===== src/bba_pkg.sv =====
// Shared types and constants of the buddy block allocator.
// Depends on nothing; every other file of the block but bba_ram uses it.
package bba_pkg;

  localparam int LEVELS_W  = 4;
  localparam int BUCKET_W  = 13;
  localparam int ADDR_W    = 32;
  localparam int REQ_W     = 24;
  localparam int STATUS_W  = 2;
  localparam int CFG_W     = 32;
  localparam int CFG_IDX_W = 2;

  localparam logic [STATUS_W-1:0] ST_OK       = 2'd0;
  localparam logic [STATUS_W-1:0] ST_NO_SPACE = 2'd1;
  localparam logic [STATUS_W-1:0] ST_BAD_FREE = 2'd2;

  localparam logic [CFG_IDX_W-1:0] REG_LEVELS = 2'd0;
  localparam logic [CFG_IDX_W-1:0] REG_BUCKET = 2'd1;
  localparam logic [CFG_IDX_W-1:0] REG_BASE   = 2'd2;

  localparam logic ACT_ALLOC = 1'b0;
  localparam logic ACT_FREE  = 1'b1;

  localparam logic [LEVELS_W-1:0] LEVELS_RST = 4'd11;
  localparam logic [BUCKET_W-1:0] BUCKET_RST = 13'd64;
  localparam logic [ADDR_W-1:0]   BASE_RST   = 32'd0;

  typedef enum logic [4:0] {
    S_CLEAR, S_IDLE, S_LVL, S_SINIT, S_SRD, S_SCHK, S_GRAB, S_SPLIT, S_TAKE,
    S_ADDR, S_FCHK, S_DIV, S_CRD, S_CCHK, S_UNTAKE, S_MRD, S_MCHK, S_MSET, S_DONE
  } state_t;

  typedef enum logic [4:0] {
    OP_NONE, OP_CLEAR, OP_LATCH, OP_LVL_DEC, OP_FAIL_SPACE, OP_FAIL_FREE,
    OP_SCAN_INIT, OP_RD_FREE, OP_NEXT_NODE, OP_NEXT_LEVEL, OP_GRAB, OP_SPLIT,
    OP_TAKE, OP_ADDR, OP_DIV_INIT, OP_DIV_STEP, OP_LEAF, OP_RD_TAKEN, OP_CLIMB,
    OP_UNTAKE, OP_RD_BUD, OP_MERGE, OP_MSET
  } dp_op_t;

  typedef struct packed {
    dp_op_t op;
    logic   load_out;
  } cmd_t;

  typedef struct packed {
    logic clear_done;
    logic lvl_fit;
    logic lvl_is_one;
    logic mem_bit;
    logic level_end;
    logic k_is_one;
    logic k_at_target;
    logic off_outside;
    logic div_done;
    logic node_is_root;
  } flags_t;

endpackage


===== src/bba_ctrl.sv =====
// Controller state machine of the buddy block allocator.
// Depends on bba_pkg; drives the datapath through cmd_t and reads flags_t.
module bba_ctrl (
  input  logic            clk,
  input  logic            rst,
  input  logic            in_valid,
  input  logic            in_action,
  output logic            in_ready,
  output logic            out_valid,
  input  logic            out_ready,
  input  bba_pkg::flags_t flags,
  output bba_pkg::cmd_t   cmd
);
  import bba_pkg::*;

  state_t state, state_next;
  logic   out_valid_next;

  always_ff @(posedge clk) begin
    if (rst) begin
      state     <= S_CLEAR;
      out_valid <= 1'b0;
    end else begin
      state     <= state_next;
      out_valid <= out_valid_next;
    end
  end

  always_comb begin
    state_next = state;
    unique case (state)
      S_CLEAR:  if (flags.clear_done) state_next = S_IDLE;
      S_IDLE:   if (in_valid) state_next = (in_action == ACT_FREE) ? S_FCHK : S_LVL;
      S_LVL: begin
        if (flags.lvl_fit) state_next = S_SINIT;
        else if (flags.lvl_is_one) state_next = S_DONE;
      end
      S_SINIT:  state_next = S_SRD;
      S_SRD:    state_next = S_SCHK;
      S_SCHK: begin
        if (flags.mem_bit) state_next = S_GRAB;
        else if (flags.level_end && flags.k_is_one) state_next = S_DONE;
        else state_next = S_SRD;
      end
      S_GRAB:   state_next = S_SPLIT;
      S_SPLIT:  if (flags.k_at_target) state_next = S_TAKE;
      S_TAKE:   state_next = S_ADDR;
      S_ADDR:   state_next = S_DONE;
      S_FCHK:   state_next = flags.off_outside ? S_DONE : S_DIV;
      S_DIV:    if (flags.div_done) state_next = S_CRD;
      S_CRD:    state_next = S_CCHK;
      S_CCHK: begin
        if (flags.mem_bit) state_next = S_UNTAKE;
        else if (flags.node_is_root) state_next = S_DONE;
        else state_next = S_CRD;
      end
      S_UNTAKE: state_next = S_MRD;
      S_MRD:    state_next = flags.node_is_root ? S_MSET : S_MCHK;
      S_MCHK:   state_next = flags.mem_bit ? S_MRD : S_MSET;
      S_MSET:   state_next = S_DONE;
      S_DONE:   if (!out_valid || out_ready) state_next = S_IDLE;
      default:  state_next = S_CLEAR;
    endcase
  end

  always_comb begin
    cmd.op       = OP_NONE;
    cmd.load_out = 1'b0;
    in_ready     = 1'b0;
    unique case (state)
      S_CLEAR:  cmd.op = OP_CLEAR;
      S_IDLE: begin
        in_ready = 1'b1;
        if (in_valid) cmd.op = OP_LATCH;
      end
      S_LVL: begin
        if (flags.lvl_fit) cmd.op = OP_NONE;
        else if (flags.lvl_is_one) cmd.op = OP_FAIL_SPACE;
        else cmd.op = OP_LVL_DEC;
      end
      S_SINIT:  cmd.op = OP_SCAN_INIT;
      S_SRD:    cmd.op = OP_RD_FREE;
      S_SCHK: begin
        if (flags.mem_bit) cmd.op = OP_NONE;
        else if (flags.level_end) cmd.op = flags.k_is_one ? OP_FAIL_SPACE : OP_NEXT_LEVEL;
        else cmd.op = OP_NEXT_NODE;
      end
      S_GRAB:   cmd.op = OP_GRAB;
      S_SPLIT:  if (!flags.k_at_target) cmd.op = OP_SPLIT;
      S_TAKE:   cmd.op = OP_TAKE;
      S_ADDR:   cmd.op = OP_ADDR;
      S_FCHK:   cmd.op = flags.off_outside ? OP_FAIL_FREE : OP_DIV_INIT;
      S_DIV:    cmd.op = flags.div_done ? OP_LEAF : OP_DIV_STEP;
      S_CRD:    cmd.op = OP_RD_TAKEN;
      S_CCHK: begin
        if (flags.mem_bit) cmd.op = OP_NONE;
        else cmd.op = flags.node_is_root ? OP_FAIL_FREE : OP_CLIMB;
      end
      S_UNTAKE: cmd.op = OP_UNTAKE;
      S_MRD:    if (!flags.node_is_root) cmd.op = OP_RD_BUD;
      S_MCHK:   if (flags.mem_bit) cmd.op = OP_MERGE;
      S_MSET:   cmd.op = OP_MSET;
      S_DONE:   cmd.load_out = !out_valid || out_ready;
      default:  cmd.op = OP_NONE;
    endcase
  end

  always_comb begin
    out_valid_next = out_valid;
    if (cmd.load_out) out_valid_next = 1'b1;
    else if (out_ready) out_valid_next = 1'b0;
  end
endmodule


===== config.mk =====
export PLATFORM = sky130hd
export DESIGN_NAME = bba_ctrl
export DESIGN_NICKNAME = d
export VERILOG_FILES = /design/src/bba_pkg.sv /design/src/bba_ctrl.sv
export SDC_FILE = /design/constraint.sdc
export NUM_CORES = 1
export LEC_CHECK = 0
export BUFFER_PORTS_ARGS = -buffer_cell sky130_fd_sc_hd__buf_2
export CAP_MARGIN = 20
export CORE_MARGIN = 2
export CORE_UTILIZATION = 40
export CTS_CLUSTER_DIAMETER = 100
export DETAILED_ROUTE_END_ITERATION = 8
export GPL_TIMING_DRIVEN = 0
export PLACE_DENSITY = 0.7
export SYNTH_ARGS = -nofsm -noshare
export SYNTH_HDL_FRONTEND = slang
export SYNTH_SLANG_ARGS = --single-unit

===== constraint.sdc =====
create_clock -name clk -period 2.28 [get_ports clk]
set_input_delay 0.228 -clock clk [delete_from_list [all_inputs] [get_ports clk]]
set_output_delay 0.228 -clock clk [all_outputs]
set_load 0.005 [all_outputs]

==> summary.txt, run 1 <==
status -> finished clean
Worst Path Required -> 2050 ps
drt wl/cell -> 15.8 um
period utilization -> 0.913
post-synthesis simple-gate area fraction -> 0.383
area grow syn2layout -> 17.5%
clk sinks -> 6
Synth area leader -> dfxtp_1
H-tree Lvls -> 1
Post-Syn Instances -> 138
Slew Limit Fails -> 0
sequential share of the synthesized area -> 0.125
Core Footprint -> 2230 um2
post-route cell area -> 1130 um2
total power -> 1030 uW
Hold WC Path Type -> in2reg
Max-Cap Viols -> 0
Worst Setup End Kind -> primary output
vias per cell -> 6.26
number of synthesized flops with an enable pin -> 0
layout cells sized above 1 -> 0.294
global-route wire length before repair -> 4680 um
placed cell areas -> 1100 um2
GPL Wtd Cong -> 0.977
fin nets -> 180
row count -> 17
Initial Util -> 0.430
final hold vios -> 0
RSZ-0062 raised after global routing -> no
mux cell area share after synthesis -> 0.0352
syn nets -> 153
largest net degree at the start of global routing -> 11
clk_lat worst skew -> 240 ps
Boundary Pins -> 23
PD cells -> 910 nW/um2
GRT Overall Usage -> 0.224
Synth Warn # -> 0
full die area -> 2810 um2
Critical Path AT -> 1850 ps
CTS buffer count -> 3
Inst Count DP -> 188
post-synthesis compound-gate area fraction -> 0.321
Max FO, Critical Path -> 9
Clock Pin Slew Worst Setup and Hold Paths -> 50 ps
critical path launch point type -> flip-flop
Peak VDD IR -> 0.000583 V
Leak Pwr -> 0.000452 uW
Post-Synth Adder-Cell Area -> 0
HPWL Detailed -> 2270 um
global route overflow -> 0
n_diodes -> 0
Yosys cell types -> 43
post-CTS setup buffers -> 0
initial antenna violation count -> 0
post-cts resize count -> 0
setup_tns -> 0 ps
Synth area leaders -> dfxtp_1, a21oi_1, nand2_1
largest family of logic cells by synthesized area -> simple AND/OR/NAND/NOR gates
die height -> 53.0 um
total number of vias -> 1195
syn avg cell area -> 6.95 um2
Die X-Extent -> 53.0 um
share of the synthesized area in the top cell type -> 0.125
Post-synth top flop -> dfxtp_1
Post-Route WL -> 3010 um
number of synthesized register bits -> 6
Final setup viols -> 0
Slew @ Worst Pin -> 482 ps
Slew HR -> 0.675
initial DRC count -> 98
Post-Synthesis Cell Area -> 960 um2
CTS tree -> built
DRC violations left -> 0
Antenna Violating Nets Remaining -> 0
filler-free cell count of the finished design -> 191
post-synthesis xor/xnor area fraction -> 0.00913
hold_ws -> 258 ps
critical path class -> reg2out
clock skew -> 5.96 ps
Post-CTS Hold Buffers -> 0
fmax -> 480 MHz
Pre-antenna DRT Iters -> 5
post-layout min period -> 2080 ps
CTS root buf -> clkbuf_4
number of global-route vias before repair -> 984
port bufs -> 22
ys async rst share -> 0
Longest Clk Path Bufs -> 2
==> sequential cells by signal (all words and copies together), names as in the netlist <==
name	cells
state	5
out_valid	1
==> routing by layer <==
layer / global-route usage / vias up / wire length (um)
li1: - / 566 / -
met1: 0.315 / 534 / 1250
met3: 0.0424 / 10 / 364
met2: 0.360 / 85 / 1330
met5: 0 / - / 0
met4: 0.0299 / 0 / 65
==> layout make-up <==
type | count | area [um2]
multi-input combinational | 116 | 718
clock buffer | 3 | 22.5
sequential | 6 | 120
inverter | 4 | 15.0
buffer | 12 | 106
timing repair buffer | 22 | 110
tap | 28 | 35.0
fill | 237 | 1110
==> synthesized netlist by cell type, types with 2 or more instances <==
cell	instances
a21oi_1	12
a31oi_1	7
buf_2	3
buf_4	3
buf_6	4
dfxtp_1	6
inv_1	4
mux2_2	3
nand2_1	15
nand2b_1	4
nand2b_4	2
nand3_1	5
nand3b_1	2
nand4_1	2
nor2_1	12
nor2b_1	4
nor3_1	8
nor3b_1	2
o211ai_1	2
o21ai_0	6
o21ai_1	5
o22ai_1	4
or2_1	2
or3_1	2
==> stage by stage <==
step / util / setup WS (ps)
floorplan: - / 684
global placement: 0.495 / 454
detailed placement: 0.495 / 457
CTS: 0.505 / 191
global route: 0.505 / 86.7
finish: 0.505 / 198
==> worst max-delay path, stage by stage (launching register included) <==
cell,delay [ps]
dfxtp_1,320
buf_6,160
or2_1,110
buf_4,140
nor2_1,70
a21oi_2,100
o21ai_1,70
or4b_1,500
buf_2,140
==> layout by cell type, fill, tap and decap left out, drive strengths merged, types with 4 or more instances in the layout <==
| cell type | count |
|---|---|
| nor2b | 4 |
| nand2 | 15 |
| o21ai | 12 |
| o22ai | 4 |
| nor2 | 13 |
| buf | 34 |
| dfxtp | 6 |
| nand3 | 5 |
| a21oi | 13 |
| a31oi | 7 |
| nor3 | 8 |
| inv | 4 |
| nand2b | 6 |
==> power by group <==
| group | internal [uW] | switching, uW |
|---|---|---|
| Combinational | 330 | 446 |
| Sequential | 129 | 25.7 |
| Clock | 59.4 | 36.2 |
==> cell families after synthesis <==
kind of cell,Yosys count
multiplexers,3
AND/OR/NAND/NOR,66
XOR/XNOR,1
AO/OA/AOI/OAI,46
flip-flops,6
buffers and inverters,16
==> final timing paths <==
kind / start / end / slack [ps] / cells past startpoint
setup / recovery: state[3] / cmd[2] / 200 / 8
hold / removal: rst / out_valid / 260 / 2
setup reg to reg: state[1] / state[2] / 540 / 6
hold reg to reg: out_valid / out_valid / 680 / 3
Note: power is estimated with default switching activity, not from simulation.
==> run 2: changes to the inputs <==
--- a/config.mk
+++ b/config.mk
@@ -7,12 +7,14 @@
 export LEC_CHECK = 0
 export BUFFER_PORTS_ARGS = -buffer_cell sky130_fd_sc_hd__buf_2
 export CAP_MARGIN = 20
+export CELL_PAD_IN_SITES_DETAIL_PLACEMENT = 0
+export CELL_PAD_IN_SITES_GLOBAL_PLACEMENT = 1
 export CORE_MARGIN = 2
 export CORE_UTILIZATION = 40
 export CTS_CLUSTER_DIAMETER = 100
 export DETAILED_ROUTE_END_ITERATION = 8
 export GPL_TIMING_DRIVEN = 0
-export PLACE_DENSITY = 0.7
+export PLACE_DENSITY = 0.91
 export SYNTH_ARGS = -nofsm -noshare
 export SYNTH_HDL_FRONTEND = slang
 export SYNTH_SLANG_ARGS = --single-unit
==> summary.txt, run 2 (same netlist as run 1, synthesis figures left out) <==
WL met1 -> 1270 um (+2.2%)
commonest non-fill, non-tap cells in the layout -> buf_2, nand2_1, nor2_1, a21oi_1, nor3_1
port bufs -> 22 (unchanged)
Worst Setup End Kind -> primary output
WL met2 -> 1470 um (+10%)
Max FO, Critical Path -> 9 (unchanged)
clk sinks -> 6 (unchanged)
layout cells sized above 1 -> 0.294 (unchanged)
row count -> 17 (unchanged)
n_diodes -> 0 (unchanged)
number of global-route vias before repair -> 1120 (+14%)
H-tree Lvls -> 1 (unchanged)
Crit-path slowest cell -> or4b_1
worst r2r path cells -> 6 (unchanged)
period utilization -> 0.922 (+0.00947)
met3 routed WL -> 362 um (-0.55%)
Worst Path Required -> 2050 ps (about the same)
status -> finished clean
fmax -> 475 MHz (-1.0%)
sequential share of power -> 0.148 (-0.003)
RR Endpoint -> state[2]
post-cts resize count -> 0 (unchanged)
final hold vios -> 0 (unchanged)
Pre-antenna DRT Iters -> 4 (-1)
GRT Overall Usage -> 0.248 (+0.0241)
Clock Pin Slew Worst Setup and Hold Paths -> 50 ps (about the same)
Slew @ Worst Pin -> 467 ps (-15.1 ps)
Hold EP -> state[1]
clock skew -> 4.63 ps (-1.33 ps)
Critical Path AT -> 1880 ps (+30 ps)
Longest Clk Path Bufs -> 2 (unchanged)
Biggest register -> state
P_int -> 518 uW (about the same)
full die area -> 2810 um2 (unchanged)
fin nets -> 180 (unchanged)
sw frac -> 0.500 (+0.00538)
initial DRC count -> 61 (-38%)
Hold WC Path Type -> in2reg
max layer used -> met4
Initial Util -> 0.430 (unchanged)
GPL Wtd Cong -> 0.919 (-5.9%)
initial antenna violation count -> 0 (unchanged)
RSZ-0062 raised after global routing -> no
CTS tree -> built
HPWL Detailed -> 2380 um (+5.0%)
Boundary Pins -> 23 (unchanged)
CP max stage delay -> 490 ps (about the same)
R2R Setup Slk -> 590 ps (+50 ps)
Antenna Violating Nets Remaining -> 0 (unchanged)
placed cell areas -> 1100 um2 (unchanged)
Core Footprint -> 2230 um2 (unchanged)
Post-Route WL -> 3130 um (+4.2%)
Peak VDD IR -> 0.000491 V (-16%)
Post-CTS Hold Buffers -> 0 (unchanged)
Worst Hold Path Cells -> 2 (unchanged)
Die X-Extent -> 53.0 um (unchanged)
Net Sw Power -> 519 uW (+2.2%)
Leak Pwr -> 0.000452 uW (unchanged)
top flop regs -> state x5, out_valid x1
critical path launch point type -> flip-flop
setup_tns -> 0 ps (unchanged)
area grow syn2layout -> 17.5% (unchanged)
combinational power share -> 0.755 (about the same)
DRC violations left -> 0 (unchanged)
RR Startpoint -> state[1]
critical path class -> reg2out
Final setup viols -> 0 (unchanged)
Slew HR -> 0.681 (+0.00538)
CTS buffer count -> 3 (unchanged)
Worst Path Buf+Inv -> 3 (unchanged)
Hold Startpoint -> rst
Max-Cap Viols -> 0 (unchanged)
global-route wire length before repair -> 5060 um (+8.3%)
drt wl/cell -> 16.4 um (+4.2%)
Largest register FFs -> 5 (unchanged)
die height -> 53.0 um (unchanged)
global route overflow -> 0 (unchanged)
vias per cell -> 6.28 (+0.33%)
post-CTS setup buffers -> 0 (unchanged)
commonest non-fill, non-tap cell in the layout -> buf_2
PD cells -> 920 nW/um2 (+1.1%)
Cell Chain, Critical Path -> buf_6 > or2_1 > buf_4 > nor2_1 > a21oi_2 > o21ai_1 > or4b_1 > buf_2
post-layout min period -> 2100 ps (+21.6 ps)
largest net degree at the start of global routing -> 11 (unchanged)
post-route cell area -> 1130 um2 (unchanged)
Slew Limit Fails -> 0 (unchanged)
CTS root buf -> clkbuf_4
clk_lat worst skew -> 250 ps (about the same)
Top delay family on crit path -> simple AND/OR/NAND/NOR gates
total number of vias -> 1199 (+0.33%)
clock share of power -> 0.097 (+0.004)
-- run 2: cell counts in the layout (fill, tap and decap cells not counted) --
No cell type changed its count.
-- run 2: routing by layer --
| layer | GRT usage | vias to the layer above |
|---|---|---|
| met4 | 0.0684 | 0 |
| met3 | 0.0452 | 4 |
| li1 | - | 563 |
| met5 | 0 | - |
| met1 | 0.325 | 553 |
| met2 | 0.413 | 79 |
-- run 2: cell type report --
class	instances	area, um2
timing repair buffer	22	110
tap	28	35.0
multi-input combinational	116	718
sequential	6	120
inverter	4	15.0
clock buffer	3	22.5
buffer	12	106
fill	240	1110
-- run 2: power groups by stage --
| stage | logic, uW | registers, uW | clock network, uW |
|---|---|---|---|
| 6_report | 783 | 154 | 101 |
| 5_1_grt | 853 | 156 | 107 |
| 4_1_cts | 772 | 152 | 104 |
| 3_5_place_dp | 766 | 154 | 0 |
| 3_3_place_gp | 768 | 153 | 0 |
| 2_1_floorplan | 564 | 149 | 0 |
-- run 2: how the worst max path moves through the flow --
stage / startpoint / to / slack [ps] / depth (start not counted)
after floorplan: state[3] / cmd[2] / 680 / 7
after detailed placement: state[3] / cmd[2] / 460 / 8
after global placement: state[3] / cmd[2] / 450 / 8
final: state[3] / cmd[2] / 180 / 8
after CTS: state[3] / cmd[2] / 180 / 8
after global routing: state[1] / cmd[1] / 60 / 8
-- run 2: worst reg2reg max path: cells and delay by family, from the launching register on --
family	cells	cell delay, ps
simple gates	4	780
flops	1	410
compound gates	2	390
-- run 2: metrics by stage --
step / std cells / utilization / hold WS (ps) / power, uW / setup slack, ps
finish: 191 / 0.505 / 235 / 1040 / 177
global route: 191 / 0.505 / 244 / 1120 / 57.1
CTS: 191 / 0.505 / 228 / 1030 / 181
detailed placement: 188 / 0.495 / 491 / 920 / 461
global placement: 188 / 0.495 / 488 / 921 / 453
floorplan: 138 / - / 297 / 713 / 684
==> run 3: changes to the inputs <==
--- a/config.mk
+++ b/config.mk
@@ -13,7 +13,6 @@
 export CORE_UTILIZATION = 40
 export CTS_CLUSTER_DIAMETER = 100
 export DETAILED_ROUTE_END_ITERATION = 8
-export GPL_TIMING_DRIVEN = 0
 export PLACE_DENSITY = 0.91
 export SYNTH_ARGS = -nofsm -noshare
 export SYNTH_HDL_FRONTEND = slang
==> summary.txt, run 3 (same netlist as run 1, synthesis figures left out) <==
number of fill cells in the layout -> 228 (-5.0%)
fmax -> 464 MHz (-2.5%)
Cell Chain, Critical Path -> buf_4 > buf_4 > or2_1 > nor4b_2 > a311o_1 > buf_2
CTS tree -> built
setup ws final -> 123 ps (-54.1 ps)
clk sinks -> 6 (unchanged)
Pre-antenna DRT Iters -> 5 (+1)
row count -> 17 (unchanged)
Worst Hold Path Cells -> 2 (unchanged)
CTS buffer count -> 3 (unchanged)
global-route wire length before repair -> 4520 um (-11%)
post-route cell area -> 1090 um2 (-3.7%)
clk_lat worst skew -> 260 ps (about the same)
top flop regs -> state x5, out_valid x1
n_diodes -> 0 (unchanged)
commonest non-fill, non-tap cell in the layout -> buf_2
Crit-path slowest cell -> nor4b_2
HPWL Detailed -> 2140 um (-10%)
combinational power share -> 0.657 (-0.098)
hold_ws -> 226 ps (-9.64 ps)
vias per cell -> 6.18 (-1.6%)
RR Startpoint -> state[4]
clock share of power -> 0.106 (+0.009)
DRC violations left -> 0 (unchanged)
global route overflow -> 0 (unchanged)
period utilization -> 0.946 (+0.0237)
die height -> 53.0 um (unchanged)
sequential share of power -> 0.236 (+0.088)
Slew @ Worst Pin -> 463 ps (-3.68 ps)
CP Depth -> 6 (-2)
final hold vios -> 0 (unchanged)
area grow syn2layout -> 13.2%
largest net degree at the start of global routing -> 21 (+10)
Worst Setup End Kind -> primary output
Hold Startpoint -> rst
commonest non-fill, non-tap cells in the layout -> buf_2, nand2_1, nor2_1, a21oi_1
Post-Route WL -> 2780 um (-11%)
Initial Util -> 0.430 (unchanged)
Max-Cap Viols -> 0 (unchanged)
R2R Setup Slk -> 490 ps (-100 ps)
Largest register FFs -> 5 (unchanged)
sw frac -> 0.501 (about the same)
initial antenna violation count -> 0 (unchanged)
Max FO, Critical Path -> 13 (+4)
Biggest register -> state
Peak VDD IR -> 0.000422 V (-14%)
initial DRC count -> 44 (-28%)
Leak Pwr -> 0.000429 uW (-5.0%)
Die X-Extent -> 53.0 um (unchanged)
H-tree Lvls -> 1 (unchanged)
Longest Clk Path Bufs -> 2 (unchanged)
Top delay family on crit path -> simple AND/OR/NAND/NOR gates
Hold EP -> state[0]
Slew Limit Fails -> 0 (unchanged)
GRT Overall Usage -> 0.215 (-0.0329)
critical path launch point type -> flip-flop
port bufs -> 22 (unchanged)
RR Endpoint -> state[3]
full die area -> 2810 um2 (unchanged)
Boundary Pins -> 23 (unchanged)
P_int -> 494 uW (-4.7%)
clock skew -> 7.85 ps (+3.22 ps)
RSZ-0062 raised after global routing -> no
Clock Pin Slew Worst Setup and Hold Paths -> 50 ps (about the same)
PD cells -> 911 nW/um2 (-1.0%)
worst r2r path cells -> 7 (+1)
fin nets -> 176 (-2.2%)
Worst Path Buf+Inv -> 3 (unchanged)
setup_tns -> 0 ps (unchanged)
Core Footprint -> 2230 um2 (unchanged)
Final setup viols -> 0 (unchanged)
total number of vias -> 1155 (-3.7%)
drt wl/cell -> 14.9 um (-9.3%)
post-layout min period -> 2160 ps (+54.1 ps)
GPL Wtd Cong -> 0.928 (+0.98%)
Hold WC Path Type -> in2reg
Antenna Violating Nets Remaining -> 0 (unchanged)
post-place setup slack -> 266 ps (-195 ps)
number of global-route vias before repair -> 1006 (-10%)
critical path class -> reg2out
CP dominant cell by count -> buf_4
Net Sw Power -> 495 uW (-4.6%)
Critical Path AT -> 1930 ps (+50 ps)
CP max stage delay -> 390 ps (-100 ps)
CTS root buf -> clkbuf_4
status -> finished clean
Slew HR -> 0.683 (+0.00251)
Worst Path Required -> 2050 ps (about the same)
layout cells sized above 1 -> 0.308 (+0.0137)
post-CTS setup buffers -> 0 (unchanged)
placed cell areas -> 1060 um2 (-4.2%)
-- run 3: worst max-delay path by stage --
stage	startpoint	to	slack, ps
floorplan	state[3]	cmd[2]	680
finish	state[4]	cmd[3]	120
CTS	state[1]	cmd[1]	40
detailed placement	state[3]	cmd[2]	270
global placement	state[3]	cmd[2]	250
global route	state[1]	cmd[1]	70
-- run 3: layer usage --
| layer | vias to the layer above | track usage | routed length (um) |
|---|---|---|---|
| met5 | - | 0 | 0 |
| met4 | 0 | 0.0641 | 58 |
| met3 | 13 | 0.0508 | 323 |
| met2 | 78 | 0.344 | 1270 |
| met1 | 505 | 0.284 | 1140 |
| li1 | 559 | - | - |
-- run 3: through the flow --
stage | utilization | instances | total power, uW
after floorplan | - | 138 | 713
after global placement | 0.474 | 184 | 861
after detailed placement | 0.474 | 184 | 863
after CTS | 0.485 | 187 | 972
after global routing | 0.486 | 187 | 1060
final | 0.486 | 187 | 989
-- run 3: final cells by class --
| class | count | area (um2) | share of cell area |
|---|---|---|---|
| inverters | 4 | 15.0 | 0.0138 |
| repair buffers | 30 | 170 | 0.157 |
| well taps | 28 | 35.0 | 0.0323 |
| multi-input cells | 116 | 718 | 0.661 |
| flip-flops and latches | 6 | 125 | 0.115 |
| clock buffers | 3 | 22.5 | 0.0207 |
-- run 3: what timing repair did --
| action | in CTS | in global routing |
|---|---|---|
| hold buffers | 0 | 0 |
| resized for setup | 1 | 3 |
| endpoints found under the setup margin | 1 | 3 |
-- run 3: power groups by stage --
stage | combinational, uW | sequential, uW | clock [uW]
floorplan | 564 | 149 | 0
global placement | 636 | 225 | 0
detailed placement | 637 | 226 | 0
CTS | 642 | 225 | 106
global route | 709 | 241 | 111
finish | 650 | 234 | 105
